--- src/design/assert_macros.svh ---
// Assertion helpers shared by the RTL. Every property is sampled on the rising
// edge of clk and is switched off while arst_n is low.
`ifndef ASSERT_MACROS_SVH
`define ASSERT_MACROS_SVH

// A condition that holds at every clock edge.
`define ASSERT_ALWAYS(lbl, cond, msg) \
	lbl: assert property (@(posedge clk) disable iff (!arst_n) (cond)) else $error(msg);

// A condition at one edge implies a consequence at the next edge.
`define ASSERT_NEXT(lbl, ante, cons, msg) \
	lbl: assert property (@(posedge clk) disable iff (!arst_n) (ante) |=> (cons)) \
		else $error(msg);

`endif

--- src/design/col_pkg.sv ---
`timescale 1ns / 1ps
`default_nettype none

package col_pkg;

	localparam int DEPTH      = 16;
	localparam int ENTRY_BITS = 64;

	// Widths of the item fields.
	localparam int OP_W    = 3;
	localparam int POS_W   = 4;
	localparam int VALUE_W = 64;
	localparam int STAT_W  = 2;
	localparam int COUNT_W = 5;

	// Internal widths that follow from the list depth.
	localparam int IDX_W = (DEPTH > 1) ? $clog2(DEPTH) : 1;
	localparam int CNT_W = $clog2(DEPTH + 1);
	localparam int CMP_W = (CNT_W > POS_W) ? CNT_W : POS_W;

	typedef enum logic [OP_W-1:0] {
		OP_APPEND       = 3'd0,
		OP_SET          = 3'd1,
		OP_GET          = 3'd2,
		OP_REMOVE_AT    = 3'd3,
		OP_FIND         = 3'd4,
		OP_REMOVE_VALUE = 3'd5,
		OP_CLEAR        = 3'd6
	} col_op_t;

	typedef enum logic [STAT_W-1:0] {
		ST_OK        = 2'd0,
		ST_BAD_INDEX = 2'd1,
		ST_FULL      = 2'd2,
		ST_NOT_FOUND = 2'd3
	} col_status_t;

	typedef struct packed {
		logic [OP_W-1:0]    operation;
		logic [POS_W-1:0]   position;
		logic [VALUE_W-1:0] entry_value;
	} col_cmd_t;

	typedef struct packed {
		logic [STAT_W-1:0]  status;
		logic [POS_W-1:0]   found_index;
		logic [VALUE_W-1:0] read_value;
		logic [COUNT_W-1:0] entry_count;
	} col_rsp_t;

	// Broadcast from the controller to every cell of the chain.
	typedef struct packed {
		logic                  append_en;
		logic                  set_en;
		logic                  rm_at;
		logic                  rm_val;
		logic [IDX_W-1:0]      pos;
		logic [CNT_W-1:0]      count;
		logic [ENTRY_BITS-1:0] value;
	} col_cell_ctl_t;

endpackage

`default_nettype wire

--- src/design/col_cmd_if.sv ---
`timescale 1ns / 1ps
`default_nettype none

interface col_cmd_if;
	import col_pkg::*;

	logic     valid;
	logic     ready;
	col_cmd_t payload;

	modport source (output valid, output payload, input ready);
	modport sink (input valid, input payload, output ready);
endinterface

`default_nettype wire

--- src/design/col_rsp_if.sv ---
`timescale 1ns / 1ps
`default_nettype none

interface col_rsp_if;
	import col_pkg::*;

	logic     valid;
	logic     ready;
	col_rsp_t payload;

	modport source (output valid, output payload, input ready);
	modport sink (input valid, input payload, output ready);
endinterface

`default_nettype wire

--- src/design/col_cell.sv ---
`timescale 1ns / 1ps
`default_nettype none

module col_cell (
	input  wire logic                          clk,
	input  wire col_pkg::col_cell_ctl_t        ctl,
	input  wire logic [col_pkg::IDX_W-1:0]     cell_index,
	input  wire logic [col_pkg::ENTRY_BITS-1:0] next_entry,
	input  wire logic                          hit_in,
	output      logic [col_pkg::ENTRY_BITS-1:0] entry,
	output      logic                          hit_out,
	output      logic                          first
);
	import col_pkg::*;

	logic [ENTRY_BITS-1:0] entry_q;
	logic                  occupied;
	logic                  match;
	logic                  shift;

	assign occupied = CNT_W'(cell_index) < ctl.count;
	assign match    = occupied && (entry_q == ctl.value);
	assign hit_out  = hit_in || match;
	assign first    = match && !hit_in;

	// On a removal every cell from the removed one upward takes its upper neighbor.
	assign shift = (ctl.rm_at && (cell_index >= ctl.pos)) || (ctl.rm_val && hit_out);

	always_ff @(posedge clk) begin
		if (ctl.append_en && (CNT_W'(cell_index) == ctl.count)) begin
			entry_q <= ctl.value;
		end else if (ctl.set_en && (cell_index == ctl.pos)) begin
			entry_q <= ctl.value;
		end else if (shift) begin
			entry_q <= next_entry;
		end
	end

	assign entry = entry_q;

endmodule

`default_nettype wire

--- src/design/compacting_ordered_list.sv ---
`timescale 1ns / 1ps
`default_nettype none
`include "assert_macros.svh"

// Channel  Modport  Payload fields
// cmd      sink     operation, position, entry_value
// rsp      source   status, found_index, read_value, entry_count
//
// Each command item gives exactly one response item, registered in the cycle after it is taken.
// A new command is taken in every cycle in which the response register is empty
// or is being emptied; the combinational compare across the cell chain and the shift
// done at the accepting edge set that rate of one item per cycle.
// Reset clears the entry count and the response valid; entry storage is not reset.
// A stalled response holds its register and blocks new commands until taken.
module compacting_ordered_list (
	input wire logic  clk,
	input wire logic  arst_n,
	col_cmd_if.sink   cmd,
	col_rsp_if.source rsp
);
	import col_pkg::*;

	// Entry count and the registered response.
	logic [CNT_W-1:0] count_q;
	logic [CNT_W-1:0] count_d;
	col_rsp_t         rsp_q;
	logic             rsp_valid_q;

	logic acc;

	// Chain signals: each cell sees the entry of its upper neighbor and the
	// running "already matched below" bit from its lower neighbor.
	col_cell_ctl_t         ctl;
	logic [ENTRY_BITS-1:0] entries_w [DEPTH];
	logic [DEPTH:0]        hit_w;
	logic [DEPTH-1:0]      first_w;
	logic [IDX_W-1:0]      hit_idx;

	logic [IDX_W-1:0]      pos_idx;
	logic                  pos_ok;
	logic                  full;
	col_status_t           st;
	logic [IDX_W-1:0]      idx_out;
	logic [ENTRY_BITS-1:0] rd;

	assign cmd.ready = !rsp_valid_q || rsp.ready;
	assign acc       = cmd.valid && cmd.ready;

	// The index is only used where it is known to be below the count.
	assign pos_idx = IDX_W'(cmd.payload.position);
	assign pos_ok  = CMP_W'(cmd.payload.position) < CMP_W'(count_q);
	assign full    = count_q >= CNT_W'(DEPTH);

	// Cell enables depend only on the command and the count, never on the search.
	always_comb begin
		ctl           = '0;
		ctl.pos       = pos_idx;
		ctl.count     = count_q;
		ctl.value     = cmd.payload.entry_value[ENTRY_BITS-1:0];
		ctl.append_en = acc && (cmd.payload.operation == OP_APPEND) && !full;
		ctl.set_en    = acc && (cmd.payload.operation == OP_SET) && pos_ok;
		ctl.rm_at     = acc && (cmd.payload.operation == OP_REMOVE_AT) && pos_ok;
		ctl.rm_val    = acc && (cmd.payload.operation == OP_REMOVE_VALUE);
	end

	assign hit_w[0] = 1'b0;

	for (genvar i = 0; i < DEPTH; i++) begin : g_cell
		logic [ENTRY_BITS-1:0] upper;
		if (i == DEPTH - 1) begin : g_top
			assign upper = '0;
		end else begin : g_mid
			assign upper = entries_w[i+1];
		end
		col_cell u_cell (
			.clk        (clk),
			.ctl        (ctl),
			.cell_index (IDX_W'(i)),
			.next_entry (upper),
			.hit_in     (hit_w[i]),
			.entry      (entries_w[i]),
			.hit_out    (hit_w[i+1]),
			.first      (first_w[i])
		);
	end

	// At most one cell reports the first match, so its index is an OR of all.
	always_comb begin
		hit_idx = '0;
		for (int i = 0; i < DEPTH; i++) begin
			if (first_w[i]) begin
				hit_idx = hit_idx | IDX_W'(i);
			end
		end
	end

	always_comb begin
		st      = ST_OK;
		idx_out = '0;
		rd      = '0;
		count_d = count_q;
		case (cmd.payload.operation)
			OP_APPEND: begin
				if (full) begin
					st = ST_FULL;
				end else begin
					idx_out = count_q[IDX_W-1:0];
					count_d = count_q + CNT_W'(1);
				end
			end
			OP_SET: begin
				if (!pos_ok) begin
					st = ST_BAD_INDEX;
				end else begin
					idx_out = pos_idx;
				end
			end
			OP_GET: begin
				if (!pos_ok) begin
					st = ST_BAD_INDEX;
				end else begin
					idx_out = pos_idx;
					rd      = entries_w[pos_idx];
				end
			end
			OP_REMOVE_AT: begin
				if (!pos_ok) begin
					st = ST_BAD_INDEX;
				end else begin
					idx_out = pos_idx;
					count_d = count_q - CNT_W'(1);
				end
			end
			OP_FIND: begin
				if (!hit_w[DEPTH]) begin
					st = ST_NOT_FOUND;
				end else begin
					idx_out = hit_idx;
				end
			end
			OP_REMOVE_VALUE: begin
				if (!hit_w[DEPTH]) begin
					st = ST_NOT_FOUND;
				end else begin
					idx_out = hit_idx;
					count_d = count_q - CNT_W'(1);
				end
			end
			OP_CLEAR: begin
				count_d = '0;
			end
			default: begin
				// The unused code leaves everything as it is.
			end
		endcase
	end

	always_ff @(posedge clk or negedge arst_n) begin
		if (!arst_n) begin
			count_q     <= '0;
			rsp_valid_q <= 1'b0;
		end else if (acc) begin
			count_q     <= count_d;
			rsp_valid_q <= 1'b1;
		end else if (rsp.ready) begin
			rsp_valid_q <= 1'b0;
		end
	end

	always_ff @(posedge clk) begin
		if (acc) begin
			rsp_q.status      <= st;
			rsp_q.found_index <= POS_W'(idx_out);
			rsp_q.read_value  <= VALUE_W'(rd);
			rsp_q.entry_count <= COUNT_W'(count_d);
		end
	end

	assign rsp.valid   = rsp_valid_q;
	assign rsp.payload = rsp_q;

	`ASSERT_ALWAYS(a_count_bound, count_q <= CNT_W'(DEPTH), "entry count above depth")
	`ASSERT_ALWAYS(a_first_unique, $onehot0(first_w), "more than one first match")
	`ASSERT_NEXT(a_rsp_count, acc, rsp_q.entry_count == COUNT_W'(count_q), "response count mismatch")
	`ASSERT_NEXT(a_clear, acc && (cmd.payload.operation == OP_CLEAR), count_q == '0, "clear left entries")

endmodule

`default_nettype wire
--- src/flat_wrapper.sv ---
// flat-port wrapper written by rule: the top's interface ports become plain ports
module compacting_ordered_list_flat import col_pkg::*;
  (clk, arst_n, cmd_valid, cmd_payload, cmd_ready, rsp_valid, rsp_payload, rsp_ready);
  col_cmd_if cmd_i ();
  col_rsp_if rsp_i ();
  input wire logic clk;
  input wire logic arst_n;
  input wire logic [$bits(cmd_i.valid)-1:0] cmd_valid;
  input wire logic [$bits(cmd_i.payload)-1:0] cmd_payload;
  output wire logic [$bits(cmd_i.ready)-1:0] cmd_ready;
  output wire logic [$bits(rsp_i.valid)-1:0] rsp_valid;
  output wire logic [$bits(rsp_i.payload)-1:0] rsp_payload;
  input wire logic [$bits(rsp_i.ready)-1:0] rsp_ready;
  assign cmd_i.valid = cmd_valid;
  assign cmd_i.payload = cmd_payload;
  assign cmd_ready = cmd_i.ready;
  assign rsp_valid = rsp_i.valid;
  assign rsp_payload = rsp_i.payload;
  assign rsp_i.ready = rsp_ready;
  compacting_ordered_list u_core (.clk(clk), .arst_n(arst_n), .cmd(cmd_i), .rsp(rsp_i));
endmodule
--- config.mk ---
export PLATFORM = sky130hd
export DESIGN_NAME = compacting_ordered_list_flat
export DESIGN_NICKNAME = d
export VERILOG_FILES = /design/src/design/col_pkg.sv /design/src/design/col_cmd_if.sv /design/src/design/col_rsp_if.sv /design/src/design/col_cell.sv /design/src/design/compacting_ordered_list.sv /design/src/flat_wrapper.sv
export VERILOG_INCLUDE_DIRS = /design/src /design/src/design
export SDC_FILE = /design/constraint.sdc
export NUM_CORES = 2
export LEC_CHECK = 0
export ABC_CLOCK_PERIOD_IN_PS = 5600
export BUFFER_PORTS_ARGS = -buffer_cell sky130_fd_sc_hd__buf_2
export CAP_MARGIN = 20
export CELL_PAD_IN_SITES_DETAIL_PLACEMENT = 2
export CELL_PAD_IN_SITES_GLOBAL_PLACEMENT = 2
export CORE_MARGIN = 10
export CORE_UTILIZATION = 35
export DETAILED_ROUTE_END_ITERATION = 6
export PLACE_DENSITY_LB_ADDON = 0.1
export SYNTH_ARGS = -nofsm -noshare
export SYNTH_HDL_FRONTEND = slang
export SYNTH_HIERARCHICAL = 1
export SYNTH_SLANG_ARGS = --single-unit
--- constraint.sdc ---
create_clock -name clk -period 5.6 [get_ports clk]
set_clock_uncertainty 0.1 [all_clocks]
set_input_delay 0.84 -clock clk [delete_from_list [all_inputs] [get_ports clk]]
set_output_delay 0.84 -clock clk [all_outputs]
set_load 0.02 [all_outputs]
Word level (Yosys, flattened, before mapping)

Cells that the tools add are included.

Input port bits: 75
Word-level logic and storage cells: 367
Flip-flop bits (word level): 1,105
Output and inout bits: 77

Add/sub/neg operators: 2
$lt $le $gt $ge: 35
Equality and inequality tests: 52
Reductions and logical operators: 175
Bitwise logic cells: 1
Muxes and demuxes: 80

Operator list:

| kind                                                                         | count |
|---|---|
| 64-bit 2-to-1 mux                                                            | 50 |
| 64-bit equality test                                                         | 16 |
| 64-bit binary-select mux with 4-bit select                                   | 1 |
| 1-bit logical AND                                                            | 103 |
| 3-bit nonzero test                                                           | 16 |
| 4-bit 2-to-1 mux                                                             | 11 |
| 4-bit by 5-bit equality test with 1-bit output (first input constant)        | 8 |
| 4-bit by 5-bit less-than comparator with 1-bit output (first input constant) | 8 |
| 4-bit equality test (first input constant)                                   | 8 |
| 4-bit >= comparator (first input constant)                                   | 8 |
| 1-bit logical OR                                                             | 32 |
| 3-bit by 5-bit equality test with 1-bit output (first input constant)        | 4 |
| 3-bit by 5-bit less-than comparator with 1-bit output (first input constant) | 4 |
| 5-bit case mux with 4 select lines                                           | 1 |
| 1-bit zero test                                                              | 17 |
| 3-bit by 4-bit equality test with 1-bit output (first input constant)        | 4 |
| 3-bit by 4-bit >= comparator with 1-bit output (first input constant)        | 4 |
| 5-bit 2-to-1 mux                                                             | 3 |
| 3-bit 2-to-1 mux                                                             | 4 |
| 4-bit case mux with 3 select lines                                           | 1 |
| 2-bit by 5-bit equality test with 1-bit output (first input constant)        | 2 |
| 5-bit >= comparator (second input constant)                                  | 2 |
| 1-bit by 5-bit less-than comparator with 1-bit output (first input constant) | 2 |
| 2-bit by 5-bit less-than comparator with 1-bit output (first input constant) | 2 |
| other kinds (22)                                                             | 34 |

Longest topological paths before layout

Depth in word-level cells: 22
Mapped depth: 28
Depth with buffers taken out: 27

By module

Netlist, hierarchy kept.

Modules (own cells, without submodules):

| module                                  | sequential area each (um2) | instances | cells an instance | area an instance (um2) |
|---|---|---|---|---|
| col_cell (u_core.g_cell[12].u_cell ...) | 1,921.8                    | 13        | 275               | 3,708.6 |
| compacting_ordered_list                 | 2,402.3                    | 1         | 686               | 11,402.2 |
| col_cell (u_core.g_cell[0].u_cell ...)  | 1,921.8                    | 3         | 262               | 3,672.3 |

Worst setup path before layout

Ideal clock, no wire load.

Path type: input port to flip-flop
From: in cmd_payload[70]
To: reg u_core.g_cell[12].u_cell.entry_q[0], enable pin
Data required time: 5.010 ns
Path slack: -0.470 ns
Arrival time: 5.480 ns
Library setup time: 0.490 ns
Stages: 6
Cells stage by stage: clkbuf_1 buf_1 nand3b_1 nor2_1 inv_1 o31ai_2

RTL lines:

| what                   | line              | RTL |
|---|---|---|
| start: declaration     | flat_wrapper.sv:9 | `input wire logic [$bits(cmd_i.payload)-1:0] cmd_payload;` |
| end signal: assignment | col_cell.sv:31    | `entry_q <= ctl.value;` |
| end signal: assignment | col_cell.sv:33    | `entry_q <= ctl.value;` |
| end signal: assignment | col_cell.sv:35    | `entry_q <= next_entry;` |
| end: declaration       | col_cell.sv:16    | `logic [ENTRY_BITS-1:0] entry_q;` |

Worst setup path in the final report

From: reg u_core.g_cell[0].u_cell.entry_q[2]
To: reg u_core.rsp_q, in the netlist u_core/rsp.payload[3] (data pin)

Longest elaborated chain between the ends: 19

RTL lines:

| what                               | line                           | RTL |
|---|---|---|
| start: declaration                 | col_cell.sv:16                 |  |
| start signal: assignment           | col_cell.sv:31                 |  |
| start signal: assignment           | col_cell.sv:33                 |  |
| start signal: assignment           | col_cell.sv:35                 |  |
| 64-bit equality test               | col_cell.sv:22                 | `assign match = occupied && (entry_q == ctl.value);` |
| 1-bit logical AND                  | col_cell.sv:22                 |  |
| net u_core.hit_w[1]                | compacting_ordered_list.sv:35  | `logic [DEPTH:0] hit_w;` |
| 1-bit logical OR                   | col_cell.sv:23                 | `assign hit_out = hit_in \|\| match;` |
| net u_core.hit_w[2]                | compacting_ordered_list.sv:35  |  |
| 1-bit logical OR                   | col_cell.sv:23                 |  |
| net u_core.hit_w[3]                | compacting_ordered_list.sv:35  |  |
| 1-bit logical OR                   | col_cell.sv:23                 |  |
| net u_core.hit_w[4]                | compacting_ordered_list.sv:35  |  |
| [1 not listed]                     | --                             |  |
| net u_core.hit_w[5]                | compacting_ordered_list.sv:35  |  |
| [1 not listed]                     | --                             |  |
| net u_core.hit_w[6]                | compacting_ordered_list.sv:35  |  |
| [1 not listed]                     | --                             |  |
| net u_core.hit_w[7]                | compacting_ordered_list.sv:35  |  |
| [1 not listed]                     | --                             |  |
| net u_core.hit_w[8]                | compacting_ordered_list.sv:35  |  |
| [1 not listed]                     | --                             |  |
| net u_core.hit_w[9]                | compacting_ordered_list.sv:35  |  |
| [1 not listed]                     | --                             |  |
| net u_core.hit_w[10]               | compacting_ordered_list.sv:35  |  |
| [1 not listed]                     | --                             |  |
| net u_core.hit_w[11]               | compacting_ordered_list.sv:35  |  |
| [1 not listed]                     | --                             |  |
| net u_core.hit_w[12]               | compacting_ordered_list.sv:35  |  |
| [1 not listed]                     | --                             |  |
| net u_core.hit_w[13]               | compacting_ordered_list.sv:35  |  |
| [1 not listed]                     | --                             |  |
| net u_core.hit_w[14]               | compacting_ordered_list.sv:35  |  |
| 1-bit logical OR                   | col_cell.sv:23                 |  |
| net u_core.hit_w[15]               | compacting_ordered_list.sv:35  |  |
| 1-bit logical OR                   | col_cell.sv:23                 |  |
| net u_core.hit_w[16]               | compacting_ordered_list.sv:35  |  |
| 5-bit 2-to-1 mux                   | compacting_ordered_list.sv:142 | `if (!hit_w[DEPTH]) begin` |
| 5-bit case mux with 4 select lines | compacting_ordered_list.sv:102 | `case (cmd.payload.operation)` |
| net u_core.count_d[3]              | compacting_ordered_list.sv:25  | `logic [CNT_W-1:0] count_d;` |
| end: declaration                   | compacting_ordered_list.sv:26  | `col_rsp_t rsp_q;` |

The timed path passes the listed nets, and every way through them passes these cells.
A chain may end at the register's enable or synchronous reset.

==> results.yml <==
timing:
  finalHoldViolations: 0
  worst_slack_ns: -0.1103
  tightest_slew_ns: 1.011
  rsz0062_at_grt: "true"
  clock.fmax_mhz: 175.1
  fin_crit_ns: 5.710
  hold_slack_ns: 0.1664
  slew_violations: 0
  relSlewSlack_pct: 31.95
  fin_crit_sh_pct: 102.0
  finalSetupViolCount: 5
detailed_routing:
  vias_per_cell: 5.815
  dr.pass1.iters: 5
  ant_nets: 0
  wl_per_cell_microns: 36.95
  drc_errors: 0
  num_vias: 50400
  wl_microns: 320200
  drtIter0Drc: 5046
clock_tree:
  cts_htree_levels: 4
  numCtsBuffers: 144
  cts_root_buf: "clkbuf_16"
  clk_pin_slew_worst_paths_ns: 0.06
  cts_num_sinks: 1105
  insertion_delay_ns: 0.82
  cts_max_path_buffers: 3
  cts_tree: "yes"
grt:
  grt_use_met3_pct: 4.325
  grt_overflow: 0
  global_route.usage.met1_pct: 39.27
  antenna_found_initial: 36
  grt_usage_pct: 28.54
  grt_pass1_wl_microns: 440000
  grt_use_met2_pct: 46.04
  grt-busiest-layer: "met2"
  grt_max_degree: 109
  first_global_vias: 52690
floorplanning:
  pin_count: 152
  core_area_sq_um: 200300
  die-width_microns: 469.2
  rows: 164
  die_height_microns: 469.2
  initial_utilization_pct: 35.26
  fp.dieArea_sq_um: 220100
placed_design:
  port_buffers: 151
  dpl.hpwl_microns: 244400
  gp_congestion: 0.9746
  pre_cts_slack_ns: -1.626
synth:
  yosys_warnings: 6
  syn_avg_cell_area_sq_um: 14.00
  syn_inst: 5045
  synthesis.area_sq_um: 70620
power:
  pwr_density_cell_nw_per_um2: 264.0
  leakage_nw: 28.83
  ir_worst_vdd_mv: 0.2865
layout:
  area_growth_pct: 19.65
  utilization_pct: 42.19
  nets: 6088
  layout_commonest_cell: "edfxtp_1"
  drive_gt1_share_pct: 25.48
  layout_common_cells: "edfxtp_1, mux2_1, xnor2_1"
setup_path:
  r2r_slack_ns: -0.11
  end_kind: "flip-flop"
  crit_path_max_fanout: 2
  required_ns: 6.04
  cp-start-kind: "flip-flop"
  worst_ep_arrival_time_ns: 6.15
  critPathKind: "reg -> reg"
min_path:
  min_path_type: "in -> reg"
flow_run:
  maxCapViolCount: 0
run_status:
  status: "finished, violations left"
  violations: "negative setup slack"
-- worst max-delay path: stages (launching register included) --
cell and delay (ns):
edfxtp_1 0.51, xnor2_4 0.23, nand4_1 0.18, nor4_1 0.08, and4_1 0.20, a31o_1 0.24
o21bai_4 0.20, o21bai_4 0.19, o21bai_4 0.19, o21bai_4 0.18, o21bai_4 0.21, o21bai_4 0.20
o21bai_4 0.18, o21bai_4 0.17, o21bai_4 0.17, a31o_1 0.20, a31o_1 0.21, o21bai_4 0.18
o21bai_4 0.18, o21bai_4 0.18, o21bai_4 0.19, and4b_1 0.20, a221o_1 0.33, a211oi_2 0.24
and3_4 0.24, a211oi_2 0.03
-- state kept, by name, indices dropped and copies added, names as in the netlist --
name / count
u_core/rsp.valid: 1
u_core/rsp.payload: 75
u_core/g_cell.u_cell/entry: 1024
u_core/count_q: 5
-- power by group --
group          total, mW  switching (mW)  internal [mW]
Combinational       3.87            2.39           1.48
Sequential          9.54           0.211           9.33
Clock               8.90            3.88           5.01
-- final timing paths --
path / from / to / cells past startpoint
setup / recovery: u_core/g_cell[0].u_cell/entry[2]$_DFFE_PP_ / u_core/rsp.payload[3]$_DFFE_PP_ / 25
hold / removal: cmd_valid / u_core/rsp.valid$_DFFE_PN0P_ / 2
setup reg to reg: u_core/g_cell[0].u_cell/entry[2]$_DFFE_PP_ / u_core/rsp.payload[3]$_DFFE_PP_ / 25
min in group asynchronous: arst_n / u_core/rsp.valid$_DFFE_PN0P_ / 2
hold reg to reg: u_core/rsp.valid$_DFFE_PN0P_ / u_core/rsp.valid$_DFFE_PN0P_ / 2
max in group asynchronous: arst_n / u_core/count_q[1]$_DFFE_PN0P_ / 2
-- per-stage QoR --
| step | setup TNS, ns | std cells | instance area [sq um] | power, mW |
|---|---|---|---|---|
| 2_1_floorplan | 0 | 5220 | 71400 | 11.50 |
| 3_3_place_gp | -349.00 | 8370 | 79600 | 13.36 |
| 3_5_place_dp | -376.08 | 8372 | 79630 | 13.45 |
| 4_1_cts | -0.3020 | 8639 | 84280 | 22.44 |
| 5_1_grt | -1.318 | 8658 | 84480 | 23.06 |
| 6_report | -0.3544 | 8667 | 84500 | 22.31 |
-- metal layers --
metal / up-vias / routed length, microns
met5: - / 133
met4: 16 / 11720
met3: 377 / 20200
met2: 1666 / 149000
met1: 27240 / 139200
li1: 21110 / -
-- final cells by class --
class,count,area [sq um]
Tap cell,2656,3323
Inverter,364,1369
Timing Repair Buffer,714,6028
Clock inverter,68,484.2
Sequential cell,1105,33160
Fill cell,19960,115800
Multi-Input combinational cell,3550,36240
Clock buffer,191,3854
Antenna cell,19,47.55
-- what timing repair did --
item                       CTS  global route
hold endpoints to repair     6             0
pin swaps                   16            16
gates cloned                 0             0
gates resized for setup     39            21
setup endpoints to repair  230           142
setup buffers               11             9
hold buffers                 1             0
(Power assumes the default switching activity.)
